==> config.mk <==
export PLATFORM = sky130hd
export DESIGN_NAME = nmea_sentence_checker_unit
export DESIGN_NICKNAME = d
export VERILOG_FILES = /design/src/hw/rtl/nsc_pkg.sv /design/src/hw/rtl/nmea_sentence_checker_unit.sv
export SDC_FILE = /design/constraint.sdc
export NUM_CORES = 1
export LEC_CHECK = 0
export ABC_AREA = 1
export BUFFER_PORTS_ARGS = -buffer_cell sky130_fd_sc_hd__buf_2
export CORE_AREA = 10 10 138 140
export DETAILED_ROUTE_END_ITERATION = 10
export DIE_AREA = 0 0 148 150
export GPL_ROUTABILITY_DRIVEN = 0
export MAX_ROUTING_LAYER = met4
export RECOVER_POWER = 25
export SYNTH_ARGS = -nofsm -noshare
export SYNTH_HDL_FRONTEND = slang
export SYNTH_SLANG_ARGS = --single-unit
==> constraint.sdc <==
create_clock -name clk -period 6.6 [get_ports clk]
set_clock_uncertainty 0.1 [all_clocks]
set_input_delay 1.32 -clock clk [delete_from_list [all_inputs] [get_ports clk]]
set_output_delay 1.32 -clock clk [all_outputs]
set_load 0.005 [all_outputs]
==> src/hw/rtl/nsc_pkg.sv <==
// Shared constants and helper functions for the NMEA sentence checker.
// Holds default parameters, verdict and kind codes, and character decoders.
// Depends on nothing.
`default_nettype none

package nsc_pkg;

  // Default line limits
  localparam int MAX_LINE_DEF = 120;
  localparam int MIN_LINE_DEF = 6;

  // Verdict codes
  localparam logic [1:0] ST_ACCEPT   = 2'd0;
  localparam logic [1:0] ST_SHORT    = 2'd1;
  localparam logic [1:0] ST_NO_STAR  = 2'd2;
  localparam logic [1:0] ST_MISMATCH = 2'd3;

  // Sentence kind codes
  localparam logic [1:0] KIND_OTHER = 2'd0;
  localparam logic [1:0] KIND_RMC   = 2'd1;
  localparam logic [1:0] KIND_GGA   = 2'd2;

  // Characters of interest
  localparam logic [7:0] CH_CR     = 8'h0D;
  localparam logic [7:0] CH_LF     = 8'h0A;
  localparam logic [7:0] CH_SPACE  = 8'h20;
  localparam logic [7:0] CH_TAB    = 8'h09;
  localparam logic [7:0] CH_DOLLAR = 8'h24;
  localparam logic [7:0] CH_STAR   = 8'h2A;
  localparam logic [7:0] CH_COMMA  = 8'h2C;
  localparam logic [7:0] CH_PLUS   = 8'h2B;
  localparam logic [7:0] CH_MINUS  = 8'h2D;

  // Address tails
  localparam logic [23:0] TAIL_RMC = 24'h524D43;
  localparam logic [23:0] TAIL_GGA = 24'h474741;

  // Space, tab, LF, VT, FF and CR
  function automatic logic is_blank(input logic [7:0] c);
    return (c == CH_SPACE) || ((c >= CH_TAB) && (c <= CH_CR));
  endfunction

  // Hex digit decode: bit 4 flags a valid digit, bits 3:0 hold its value
  function automatic logic [4:0] hex_value(input logic [7:0] c);
    logic [4:0] r;
    r = 5'd0;
    if (c >= 8'h30 && c <= 8'h39) begin
      r = {1'b1, c[3:0]};
    end else if ((c >= 8'h61 && c <= 8'h66) || (c >= 8'h41 && c <= 8'h46)) begin
      r = {1'b1, c[3:0] + 4'd9};
    end
    return r;
  endfunction

  // Read two checksum characters with strtoul-style sign and blank rules
  function automatic logic [7:0] parse_sum(input logic [15:0] chars);
    logic [4:0] h0;
    logic [4:0] h1;
    logic [7:0] r;
    h0 = hex_value(chars[15:8]);
    h1 = hex_value(chars[7:0]);
    r  = 8'd0;
    if (is_blank(chars[15:8]) || chars[15:8] == CH_PLUS) begin
      r = h1[4] ? {4'd0, h1[3:0]} : 8'd0;
    end else if (chars[15:8] == CH_MINUS) begin
      r = h1[4] ? (8'd0 - {4'd0, h1[3:0]}) : 8'd0;
    end else if (h0[4]) begin
      r = h1[4] ? {h0[3:0], h1[3:0]} : {4'd0, h0[3:0]};
    end
    return r;
  endfunction

endpackage

`default_nettype wire

==> src/hw/rtl/nmea_sentence_checker_unit.sv <==
// Top level of the NMEA sentence checker: per-byte line tracking and verdict.
// Depends on nsc_pkg for codes, limits and character decoders.
//
// Usage: feed received bytes on rx_byte with in_valid/in_ready. Each CR or
// LF that closes a non-empty line yields one verdict transaction on the
// output channel (status, sentence_kind, computed_sum, received_sum) with
// out_valid/out_ready. Other bytes, empty line ends and overflowing bytes
// give no transaction.
// Throughput: one byte per cycle while no verdict is held. All per-byte
// state updates and the final verdict are a single short combinational
// step off the line state. The verdict is in the output register in the
// cycle after the line end byte is accepted.
// Stall: the output register holds the verdict while out_ready is low, and
// in_ready stays low for every byte until that verdict is taken; a byte is
// accepted in the same cycle that the waiting verdict leaves.
// Reset: rst (synchronous) clears the line state and drops any held verdict.
`default_nettype none

module nmea_sentence_checker_unit #(
  parameter int MAX_LINE = nsc_pkg::MAX_LINE_DEF,
  parameter int MIN_LINE = nsc_pkg::MIN_LINE_DEF
) (
  input  wire logic       clk,
  input  wire logic       rst,
  input  wire logic       in_valid,
  output logic            in_ready,
  input  wire logic [7:0] rx_byte,
  output logic            out_valid,
  input  wire logic       out_ready,
  output logic [1:0]      status,
  output logic [1:0]      sentence_kind,
  output logic [7:0]      computed_sum,
  output logic [7:0]      received_sum
);
  import nsc_pkg::*;

  localparam int CNT_W = $clog2(MAX_LINE + 1);

  // Line state
  logic [CNT_W-1:0] raw_count;
  logic             lead_seen;
  logic             start_is_dollar;
  logic             star_seen;
  logic [7:0]       running_xor;
  logic [CNT_W-1:0] kept_length;
  logic [CNT_W-1:0] pending_length;
  logic [CNT_W-1:0] after_star_kept;
  logic [CNT_W-1:0] after_star_pending;
  logic [15:0]      sum_chars;
  logic             address_done;
  logic [23:0]      address_tail;

  logic             in_fire;
  logic             is_end;
  logic             ws;
  logic             overflow;
  logic [CNT_W-1:0] after_star_n;

  logic [1:0]       status_next;
  logic [1:0]       kind_next;
  logic [7:0]       comp_next;
  logic [7:0]       recv_next;
  logic [7:0]       parsed_sum;

  assign in_ready     = !out_valid || out_ready;
  assign in_fire      = in_valid && in_ready;
  assign is_end       = (rx_byte == CH_CR) || (rx_byte == CH_LF);
  assign ws           = is_blank(rx_byte);
  assign overflow     = (raw_count >= CNT_W'(MAX_LINE));
  assign after_star_n = after_star_kept + after_star_pending;
  assign parsed_sum   = parse_sum(sum_chars);

  // Form the verdict for the line as it stands
  always_comb begin
    status_next = ST_SHORT;
    kind_next   = KIND_OTHER;
    comp_next   = 8'd0;
    recv_next   = 8'd0;
    if (!lead_seen || (32'(kept_length) < MIN_LINE) || !start_is_dollar) begin
      status_next = ST_SHORT;
    end else if (!star_seen || (after_star_kept < CNT_W'(2))) begin
      status_next = ST_NO_STAR;
    end else begin
      comp_next   = running_xor;
      recv_next   = parsed_sum;
      status_next = (running_xor == parsed_sum) ? ST_ACCEPT : ST_MISMATCH;
      if (running_xor == parsed_sum) begin
        if (address_tail == TAIL_RMC) begin
          kind_next = KIND_RMC;
        end else if (address_tail == TAIL_GGA) begin
          kind_next = KIND_GGA;
        end
      end
    end
  end

  // Output register: drop on take, load on a closed line
  always_ff @(posedge clk) begin
    if (rst) begin
      out_valid <= 1'b0;
    end else begin
      if (out_ready) begin
        out_valid <= 1'b0;
      end
      if (in_fire && is_end && (raw_count != '0)) begin
        out_valid <= 1'b1;
      end
    end
  end

  always_ff @(posedge clk) begin
    if (in_fire && is_end && (raw_count != '0)) begin
      status        <= status_next;
      sentence_kind <= kind_next;
      computed_sum  <= comp_next;
      received_sum  <= recv_next;
    end
  end

  // Advance the line state for each accepted byte
  always_ff @(posedge clk) begin
    if (rst || (in_fire && (is_end || overflow))) begin
      raw_count          <= '0;
      lead_seen          <= 1'b0;
      start_is_dollar    <= 1'b0;
      star_seen          <= 1'b0;
      running_xor        <= 8'd0;
      kept_length        <= '0;
      pending_length     <= '0;
      after_star_kept    <= '0;
      after_star_pending <= '0;
      sum_chars          <= 16'd0;
      address_done       <= 1'b0;
      address_tail       <= 24'd0;
    end else if (in_fire) begin
      raw_count <= raw_count + CNT_W'(1);
      if (!lead_seen) begin
        if (!ws) begin
          lead_seen       <= 1'b1;
          start_is_dollar <= (rx_byte == CH_DOLLAR);
          kept_length     <= CNT_W'(1);
          pending_length  <= '0;
        end
      end else begin
        // Track trimmed length of the whole line
        if (ws) begin
          pending_length <= pending_length + CNT_W'(1);
        end else begin
          kept_length    <= kept_length + pending_length + CNT_W'(1);
          pending_length <= '0;
        end
        if (!star_seen) begin
          // Accumulate checksum and address field
          if (rx_byte == CH_STAR) begin
            star_seen    <= 1'b1;
            address_done <= 1'b1;
          end else begin
            running_xor <= running_xor ^ rx_byte;
            if (!address_done) begin
              if (rx_byte == CH_COMMA) begin
                address_done <= 1'b1;
              end else begin
                address_tail <= {address_tail[15:0], rx_byte};
              end
            end
          end
        end else begin
          // Capture the two checksum characters and trimmed tail length
          if (after_star_n == '0) begin
            sum_chars <= {rx_byte, 8'd0};
          end else if (after_star_n == CNT_W'(1)) begin
            sum_chars <= {sum_chars[15:8], rx_byte};
          end
          if (ws) begin
            after_star_pending <= after_star_pending + CNT_W'(1);
          end else begin
            after_star_kept    <= after_star_kept + after_star_pending + CNT_W'(1);
            after_star_pending <= '0;
          end
        end
      end
    end
  end

`ifndef SYNTHESIS
  // Line byte count never exceeds its limit
  a_count_bound: assert property (@(posedge clk) disable iff (rst)
    raw_count <= CNT_W'(MAX_LINE))
    else $error("line count beyond limit");

  // A line end always restarts the line
  a_end_clears: assert property (@(posedge clk) disable iff (rst)
    (in_fire && is_end) |=> (raw_count == '0 && !lead_seen && !star_seen))
    else $error("line state not cleared at line end");

  // Only accepted lines carry a sentence kind
  a_kind_only_ok: assert property (@(posedge clk) disable iff (rst)
    (out_valid && status != ST_ACCEPT) |-> (sentence_kind == KIND_OTHER))
    else $error("sentence kind on rejected line");

  // Format failures report zero sums
  a_zero_sums: assert property (@(posedge clk) disable iff (rst)
    (out_valid && (status == ST_SHORT || status == ST_NO_STAR))
      |-> (computed_sum == 8'd0 && received_sum == 8'd0))
    else $error("sums reported on malformed line");
`endif

endmodule

`default_nettype wire
==> results of run 1 <==
metal layers:
layer	track usage, %	vias up
met5	-	-
met4	5.154	0
met3	2.415	19
met2	19.61	85
met1	16.16	2252
li1	-	2648
worst max-delay path by stage:
stage,startpoint,endpoint,slack [ps],cells past startpoint
after global routing,rx_byte[1],after_star_kept[4],2130,11
after floorplan,out_ready,sum_chars[13],3740,12
after CTS,rx_byte[1],after_star_kept[4],2690,11
after global placement,rx_byte[1],after_star_kept[4],2380,11
final,rx_byte[1],after_star_kept[4],2510,11
after detailed placement,rx_byte[1],after_star_kept[4],2330,11
cells in the final DEF (no fill, tap or decap), drive strengths merged:
| master | synthesis | final |
|---|---|---|
| o21ai | 58 | 58 |
| nor4 | 7 | 7 |
| nor3 | 20 | 20 |
| ha | 26 | 26 |
| o21bai | 1 | 1 |
| nand3 | 61 | 61 |
| clkbuf | 7 | 32 |
| nand4 | 17 | 17 |
| o211ai | 2 | 2 |
| dfxtp | 88 | 88 |
| buf | 7 | 13 |
| clkinv | 1 | 3 |
| xor2 | 18 | 18 |
| or2 | 2 | 2 |
| o32ai | 1 | 1 |
| a31oi | 3 | 3 |
| xnor2 | 6 | 6 |
| a21oi | 69 | 69 |
| a32o | 1 | 1 |
| a221oi | 2 | 2 |
| o21a | 1 | 1 |
| nor2 | 84 | 84 |
| a31o | 1 | 1 |
| nor3b | 7 | 7 |
| fa | 2 | 2 |
| a211oi | 2 | 2 |
| nand2 | 155 | 155 |
| o22ai | 4 | 4 |
| edfxtp | 20 | 20 |
| clkinvlp | 0 | 2 |
| and3 | 1 | 1 |
| inv | 106 | 107 |
metrics by stage:
| stage | instances | util (%) | power [mW] | hold slack (ps) |
|---|---|---|---|---|
| 6_report | 1036 | 39.47 | 1.270 | 363.5 |
| 5_1_grt | 1036 | 39.47 | 1.321 | 392.0 |
| 2_1_floorplan | 780 | - | 0.7558 | 328.3 |
| 3_5_place_dp | 1020 | 38.24 | 0.7803 | 355.3 |
| 3_3_place_gp | 1020 | 38.24 | 0.7803 | 349.6 |
| 4_1_cts | 1036 | 39.89 | 1.284 | 368.6 |
cells by family after synthesis:
logic type / after synthesis / share of synthesized area, %
flip-flops: 108 / 40.20
buffers and inverters: 121 / 8.111
adder cells (fa/ha/maj): 28 / 6.217
XOR/XNOR: 24 / 3.705
AND/OR/NAND/NOR: 354 / 28.34
AO/OA/AOI/OAI: 145 / 13.43
power groups by stage:
stage          Clock [mW]  Sequential, mW  Combinational [mW]
6_report            0.506           0.688              0.0761
3_3_place_gp            0           0.704              0.0766
5_1_grt             0.544           0.690              0.0866
3_5_place_dp            0           0.704              0.0768
2_1_floorplan           0           0.701              0.0545
4_1_cts             0.518           0.688              0.0773
worst min-delay path, cell delays in order, from the launching register on:
cell,delay [ps]
sky130_fd_sc_hd__dfxtp_1,310
sky130_fd_sc_hd__nand2_1,60
sky130_fd_sc_hd__a21oi_1,50
cell type report:
| type | count | share of cell area, % |
|---|---|---|
| clock buffers | 11 | 3.607 |
| multi-input cells | 551 | 46.42 |
| flip-flops and latches | 108 | 36.61 |
| inverters | 107 | 6.244 |
| repair buffers | 34 | 2.269 |
| well taps | 220 | 4.266 |
| clock inverters | 5 | 0.5817 |
registers in the layout, indices dropped and copies added, names as in the netlist:
register,cells
pending_length,7
after_star_pending,7
start_is_dollar,1
address_done,1
star_seen,1
received_sum,8
raw_count,7
out_valid,1
sentence_kind,2
after_star_kept,7
kept_length,7
sum_chars,16
address_tail,24
running_xor,8
lead_seen,1
status,2
computed_sum,8
==> metrics.md, run 1 <==
| Metric | Value |
|---|---|
| Status | finished clean |
| FP Rows | 47 |
| Count of unresolved DRC violations after routing | 0 |
| Data required, critical path | 6750 ps |
| Inserted Diodes | 0 |
| Routed via count | 5,004 |
| Layout filler cell count | 1,749 |
| Clk sinks | 108 |
| Min-Delay Path Class | flop to flop |
| Area added between synthesis and finish | 9.794% |
| Routed vias/inst | 4.830 |
| Tcrit/Tclk final | 62.03% |
| WL met2 | about 6 mm |
| End of the worst register-to-register path | status[0] |
| Primary flip-flop cell chosen by synthesis mapping | sky130_fd_sc_hd__dfxtp_1 |
| Switching power | 0.3096 mW |
| Number of stages on the worst hold path | 2 |
| Detail Route met3 WL | 513 µm |
| Area of all placed cells without fillers | 6452 µm² |
| CTS buffer count | 9 |
| Max Fanout on Critical Path | between 40 and 50 |
| Die Width | ~150 µm |
| Type of origin of the critical path | input pin |
| Post-place instance area | 6251 µm² |
| Clock insertion delay at the later pin of the skew report | 350 ps |
| Clock root buffer master | sky130_fd_sc_hd__clkbuf_16 |
| Mean Syn Cell Area | roughly 7.5 µm² |
| Async SR Flop Fraction | 0% |
| Number of failing setup endpoints in the final timing report | 0 |
| Most numerous cell types in the synthesized netlist | 149 x sky130_fd_sc_hd__nand2_1, 101 x sky130_fd_sc_hd__inv_1, 88 x sky130_fd_sc_hd__dfxtp_1 |
| Post-DP HPWL | 10.22 mm |
| Standard cell with the maximum stage delay on the critical path | sky130_fd_sc_hd__o21ai_4 |
| Number of instances in the synthesized netlist | 780 |
| Routed met1 length | 6.733 mm |
| Most numerous cell in the Yosys netlist | sky130_fd_sc_hd__nand2_1 |
| Vertical die dimension | 150 µm |
| Worst path bufs/invs | 4 |
| Final setup margin | roughly 2500 ps |
| Combinational Power Share | under 10% |
| Maximum single-stage delay on the critical path | about 800 ps |
| Top area cells in the synthesized netlist | sky130_fd_sc_hd__dfxtp_1 30%, sky130_fd_sc_hd__edfxtp_1 10%, sky130_fd_sc_hd__nand2_1 9.5%, sky130_fd_sc_hd__inv_1 6.5%, sky130_fd_sc_hd__a21oi_1 5.8% |
| Setup slack, reg-to-reg | 3430 ps |
| Vias in the first global route | 4,671 |
| Number of gates resized after CTS | 0 |
| Number of cells on the worst reg-to-reg path | 16 |
| Area share of the largest cell type after synthesis | 29.98% |
| R2r startpoint | sum_chars[0] |
| Final #Nets | 851 |
| Share of cells above drive strength 1 | under 10% |
| Min Clock Period, post-route | 4094 ps |
| Overall fraction of global-route tracks in use | 12.74% |
| Post-synth net total | 820 |
| Critical setup path kind | input pin to flop |
| Internal power | 0.9606 mW |
| WL/cell | approximately 13 µm |
| Fin. max-slew vios | 0 |
| Sequential cell area | 2362 µm² |
| Seq cells post-synth | roughly 110 |
| Die ar. | 22,200 µm² |
| Largest net degree at the start of global routing | between 40 and 50 |
| Ports | 34 |
| Initial DRC count | 346 |
| Uppermost signal routing layer after detailed routing | met4 |
| Top delay family on crit path | simple AND/OR/NAND/NOR gates |
| Yosys cell types | 49 |
| Critical path endpoint category | flop |
| Sequential area share after synthesis | 40.20% |
| Sequential cell fraction of total power | 54.2% |
| Worst Hold Path EP | kept_length[0] |
| Number of warning messages in the yosys log | 0 |
| Post-synth EDFFs | 20 |
| Combined area of the multi-input logic cells | 2995 µm² |
| RSZ-0062 raised after global routing | false |
| Clock edge transition at the registers on the reported setup and hold paths | roughly 70 ps |
| Achievable clock frequency | around 240 MHz |
| Count of endpoints failing hold in the final timing report | 0 |
| Power share of the clock group | 39.8% |
| Overflow left after global routing | 0 |
| Clock tree buffer depth | 2 |
| Setup TNS | 0 ps |
| Total Routed Length | approximately 14 mm |
| Switching Fraction | 24.37% |
| Total number of H-tree levels | 3 |
| Max-capacitance violation count | 0 |
| Global-route wire length before repair | 22.73 mm |
| Power per cell area | 196.9 nW/µm² |
| Cell area after synthesis | 5877 µm² |
| Series of cell instances along the critical path | buf_2, inv_1, nor4_1, or2_2, nand2_1, o21ai_4, inv_2, nand4_1, nor2_1, a21oi_1, inv_1 |
| Critical Path Most Common Cell | sky130_fd_sc_hd__inv_1 |
| Core area | roughly 16,000 µm² |
| # Post-CTS Setup Buffers | 0 |
| Initial Util | between 30% and 40% |
| Static leakage power | about 2.7 nW |
| Worst max-slew margin expressed relative to the limit | 32.59% |
| Cell accounting for the most synthesized area | sky130_fd_sc_hd__dfxtp_1 |
| Initial antenna violation count | 0 |
| DRT Pass-1 Iters | 5 |
| I/O Buffers | 33 |
| Transition time at the pin with the least slew margin | 1007 ps |
| Clock tree from TritonCTS | built |
| CP arrival | 4240 ps |
| Cts-stage hold buffer count | 0 |
| Pre-CTS WS | between 2000 and 2500 ps |
| Detail Route Antenna Nets | 0 |
| Worst Min Path Start | kept_length[0] |
| Worst IR Drop VDD | 0.1269 mV |
(Power assumes the default switching activity.)
==> run 2: changes to the inputs <==
- ABC_AREA: 1 -> 0
- CORE_AREA: 10 10 138 140 -> 10 10 137 139
- DIE_AREA: 0 0 148 150 -> 0 0 147 149
- clock period: 6.6 -> 3.9 ns (I/O delays scaled with it)
==> metrics.md, run 2 <==
| Metric | Value |
|---|---|
| Largest registers | address_tail (24), sum_chars (16) |
| Clock root buffer master | sky130_fd_sc_hd__clkbuf_16 |
| Number of stages on the worst hold path | 2 |
| Die ar. | ~22,000 µm² |
| Max Fanout on Critical Path | 9 |
| Post-synth net total | 708 |
| Largest net degree at the start of global routing | 40 |
| Overflow left after global routing | 0 |
| CP arrival | 3570 ps |
| Series of cell instances along the critical path | inv_1, ha_1, nor3b_1, a311oi_4, a22oi_1, ha_1, a311oi_1, a211oi_1, o32a_2, and3_2, a211oi_2, and4_2, a21oi_1 |
| Overall fraction of global-route tracks in use | 13.63% |
| Worst max-slew margin expressed relative to the limit | 48.56% |
| R2r startpoint | sum_chars[0] |
| Yosys cell types | 75 |
| Final #Nets | 731 |
| Post-synth EDFFs | 20 |
| Critical Path Most Common Cell | sky130_fd_sc_hd__ha_1 |
| Most numerous cell types in the synthesized netlist | 88 x sky130_fd_sc_hd__dfxtp_1, 83 x sky130_fd_sc_hd__nand2_1, 64 x sky130_fd_sc_hd__a21oi_1, 64 x sky130_fd_sc_hd__nor2_1, 26 x sky130_fd_sc_hd__ha_1 |
| Most numerous cell in the Yosys netlist | sky130_fd_sc_hd__dfxtp_1 |
| Top area cells in the synthesized netlist | sky130_fd_sc_hd__dfxtp_1 30%, sky130_fd_sc_hd__edfxtp_1 10%, sky130_fd_sc_hd__ha_1 5.5%, sky130_fd_sc_hd__a21oi_1 5.5%, sky130_fd_sc_hd__nand2_1 5.3% |
| Min Clock Period, post-route | 3572 ps |
| Initial antenna violation count | 1 |
| Fin. max-slew vios | 0 |
| Commonest cells after routing, fill and taps aside | 88 x sky130_fd_sc_hd__dfxtp_1, 83 x sky130_fd_sc_hd__nand2_1, 64 x sky130_fd_sc_hd__nor2_1, 62 x sky130_fd_sc_hd__a21oi_1, 26 x sky130_fd_sc_hd__ha_1 |
| End of the worst register-to-register path | status[1] |
| Critical setup path kind | flop to flop |
| Number of instances in the synthesized netlist | around 670 |
| Static leakage power | 2.387 nW |
| Number of warning messages in the yosys log | 0 |
| Number of failing setup endpoints in the final timing report | 0 |
| Count of unresolved DRC violations after routing | 0 |
| Critical path endpoint category | flop |
| Async SR Flop Fraction | 0% |
| Most common cell after layout, fill and taps aside | sky130_fd_sc_hd__dfxtp_1 |
| Combined area of the multi-input logic cells | roughly 3300 µm² |
| Clock tree from TritonCTS | built |
| Routed via count | 4,954 |
| Vias in the first global route | 4,775 |
| RSZ-0062 raised after global routing | false |
| Sequential cell area | 2362 µm² |
| Clock insertion delay at the later pin of the skew report | 360 ps |
| Pre-CTS WS | 283.8 ps |
| Data required, critical path | roughly 3900 ps |
| Vertical die dimension | 149 µm |
| Routed vias/inst | 5.402 |
| Worst Min Path Start | address_tail[17] |
| Min-Delay Path Class | flop to flop |
| Seq cells post-synth | between 100 and 150 |
| I/O Buffers | 33 |
| Setup TNS | 0 ps |
| Status | finished clean |
| Initial DRC count | 334 |
| Max-capacitance violation count | 0 |
| Cell accounting for the most synthesized area | sky130_fd_sc_hd__dfxtp_1 |
| Setup slack, reg-to-reg | 330 ps |
| Core area | 16,170 µm² |
| Layout filler cell count | 1,628 |
| Standard cell with the maximum stage delay on the critical path | sky130_fd_sc_hd__dfxtp_1 |
| Detail Route Antenna Nets | 0 |
| Mean Syn Cell Area | around 9 µm² |
| Final setup margin | 328.0 ps |
| Clock tree buffer depth | 2 |
| FP Rows | 47 |
| Tcrit/Tclk final | 91.59% |
| Transition time at the pin with the least slew margin | 771.6 ps |
| Top reg by flops | address_tail |
| Clock edge transition at the registers on the reported setup and hold paths | around 80 ps |
| Number of cells on the worst reg-to-reg path | 13 |
| Total Routed Length | 14.40 mm |
| Count of endpoints failing hold in the final timing report | 0 |
| Flip-flop count of the largest register after layout | 24 |
| # Post-CTS Setup Buffers | 0 |
| Die Width | 147 µm |
| Type of origin of the critical path | flop |
| Area added between synthesis and finish | 10.99% |
| Clk sinks | 108 |
| Area share of the largest cell type after synthesis | between 30% and 40% |
| Power per cell area | 337.6 nW/µm² |
| Ports | 34 |
| Post-DP HPWL | around 11 mm |
| Total number of H-tree levels | 3 |
| Initial Util | 36.25% |
| CTS buffer count | 9 |
| Global-route wire length before repair | ~24 mm |
| WL/cell | 15.71 µm |
| Sequential area share after synthesis | 40.30% |
| Share of cells above drive strength 1 | 9.052% |
| Worst Hold Path EP | address_tail[17] |
| DRT Pass-1 Iters | 5 |
| Maximum single-stage delay on the critical path | 540 ps |
| Cell area after synthesis | 5862 µm² |
| Primary flip-flop cell chosen by synthesis mapping | sky130_fd_sc_hd__dfxtp_1 |
| Achievable clock frequency | 280.0 MHz |
| Worst IR Drop VDD | 0.1980 mV |
[run 2: metrics by stage]
| stage | cell area, µm² | std cells | hold WS (ps) | util [%] | total power [mW] |
|---|---|---|---|---|---|
| after global placement | 6232 | 900 | 342.0 | 38.54 | 1.302 |
| final | 6506 | 917 | 357.6 | 40.23 | 2.196 |
| after floorplan | 5862 | 668 | 331.2 | - | 1.266 |
| after global routing | 6506 | 917 | 389.7 | 40.23 | 2.276 |
| after detailed placement | 6232 | 900 | 352.2 | 38.54 | 1.306 |
| after CTS | 6526 | 916 | 363.3 | 40.36 | 2.224 |
[run 2: layout make-up]
type,instances,area share [%]
inverters,23,1.327
clock buffers,10,3.673
flip-flops and latches,108,36.31
diodes,1,0.03846
clock inverters,6,0.8462
well taps,220,4.231
multi-input cells,509,50.67
repair buffers,40,2.904
[run 2: cells by family after synthesis]
group | count (synthesis) | synth area share, %
AO/OA/AOI/OAI | 159 | 18.40
multiplexers | 13 | 2.327
AND/OR/NAND/NOR | 276 | 24.12
adder cells (fa/ha/maj) | 28 | 6.233
XOR/XNOR | 33 | 4.931
flip-flops | 108 | 40.30
buffers and inverters | 51 | 3.693
[run 2: what timing repair did]
| item | CTS | global route |
|---|---|---|
| hold buffers | 0 | 0 |
| resized for setup | 0 | 2 |
| endpoints found under the setup margin | 0 | 4 |
| hold endpoints to repair | 0 | 0 |
[run 2: routing by layer]
| metal | vias to the layer above | global-route usage [%] | routed length (µm) |
|---|---|---|---|
| met5 | - | - | 0 |
| met4 | 0 | 6.987 | 352 |
| met3 | 28 | 2.154 | 597 |
| met2 | 124 | 22.15 | 7076 |
| met1 | 2344 | 16.11 | 6376 |
| li1 | 2458 | - | - |
[run 2: how the worst max path moves through the flow]
stage / startpoint / endpoint / slack (ps) / cells after the start
3_3_place_gp: sum_chars[0] / status[1] / 460 / 13
2_1_floorplan: sum_chars[3] / status[0] / 670 / 12
6_report: sum_chars[0] / status[1] / 330 / 13
5_1_grt: sum_chars[0] / status[1] / 20 / 13
3_5_place_dp: sum_chars[0] / status[0] / 280 / 13
4_1_cts: sum_chars[0] / status[1] / 270 / 13
[run 2: power breakdown]
part / switching (mW) / total, mW / leakage, nW / internal, mW
registers: 0.0158 / 1.16 / 0.905 / 1.14
clock network: 0.453 / 0.918 / 0.146 / 0.464
logic: 0.0768 / 0.119 / 1.34 / 0.0424
total: 0.546 / 2.20 / 2.39 / 1.65
[run 2: critical path: cells and delay by family, from the launching register on]
family                     cells  cell delay (ps)
AOI/OAI and AO/OA              7             1350
adders and majority gates      2              560
buffers and inverters          1              110
DFF                            1              540
and+or+nand+nor                3              660
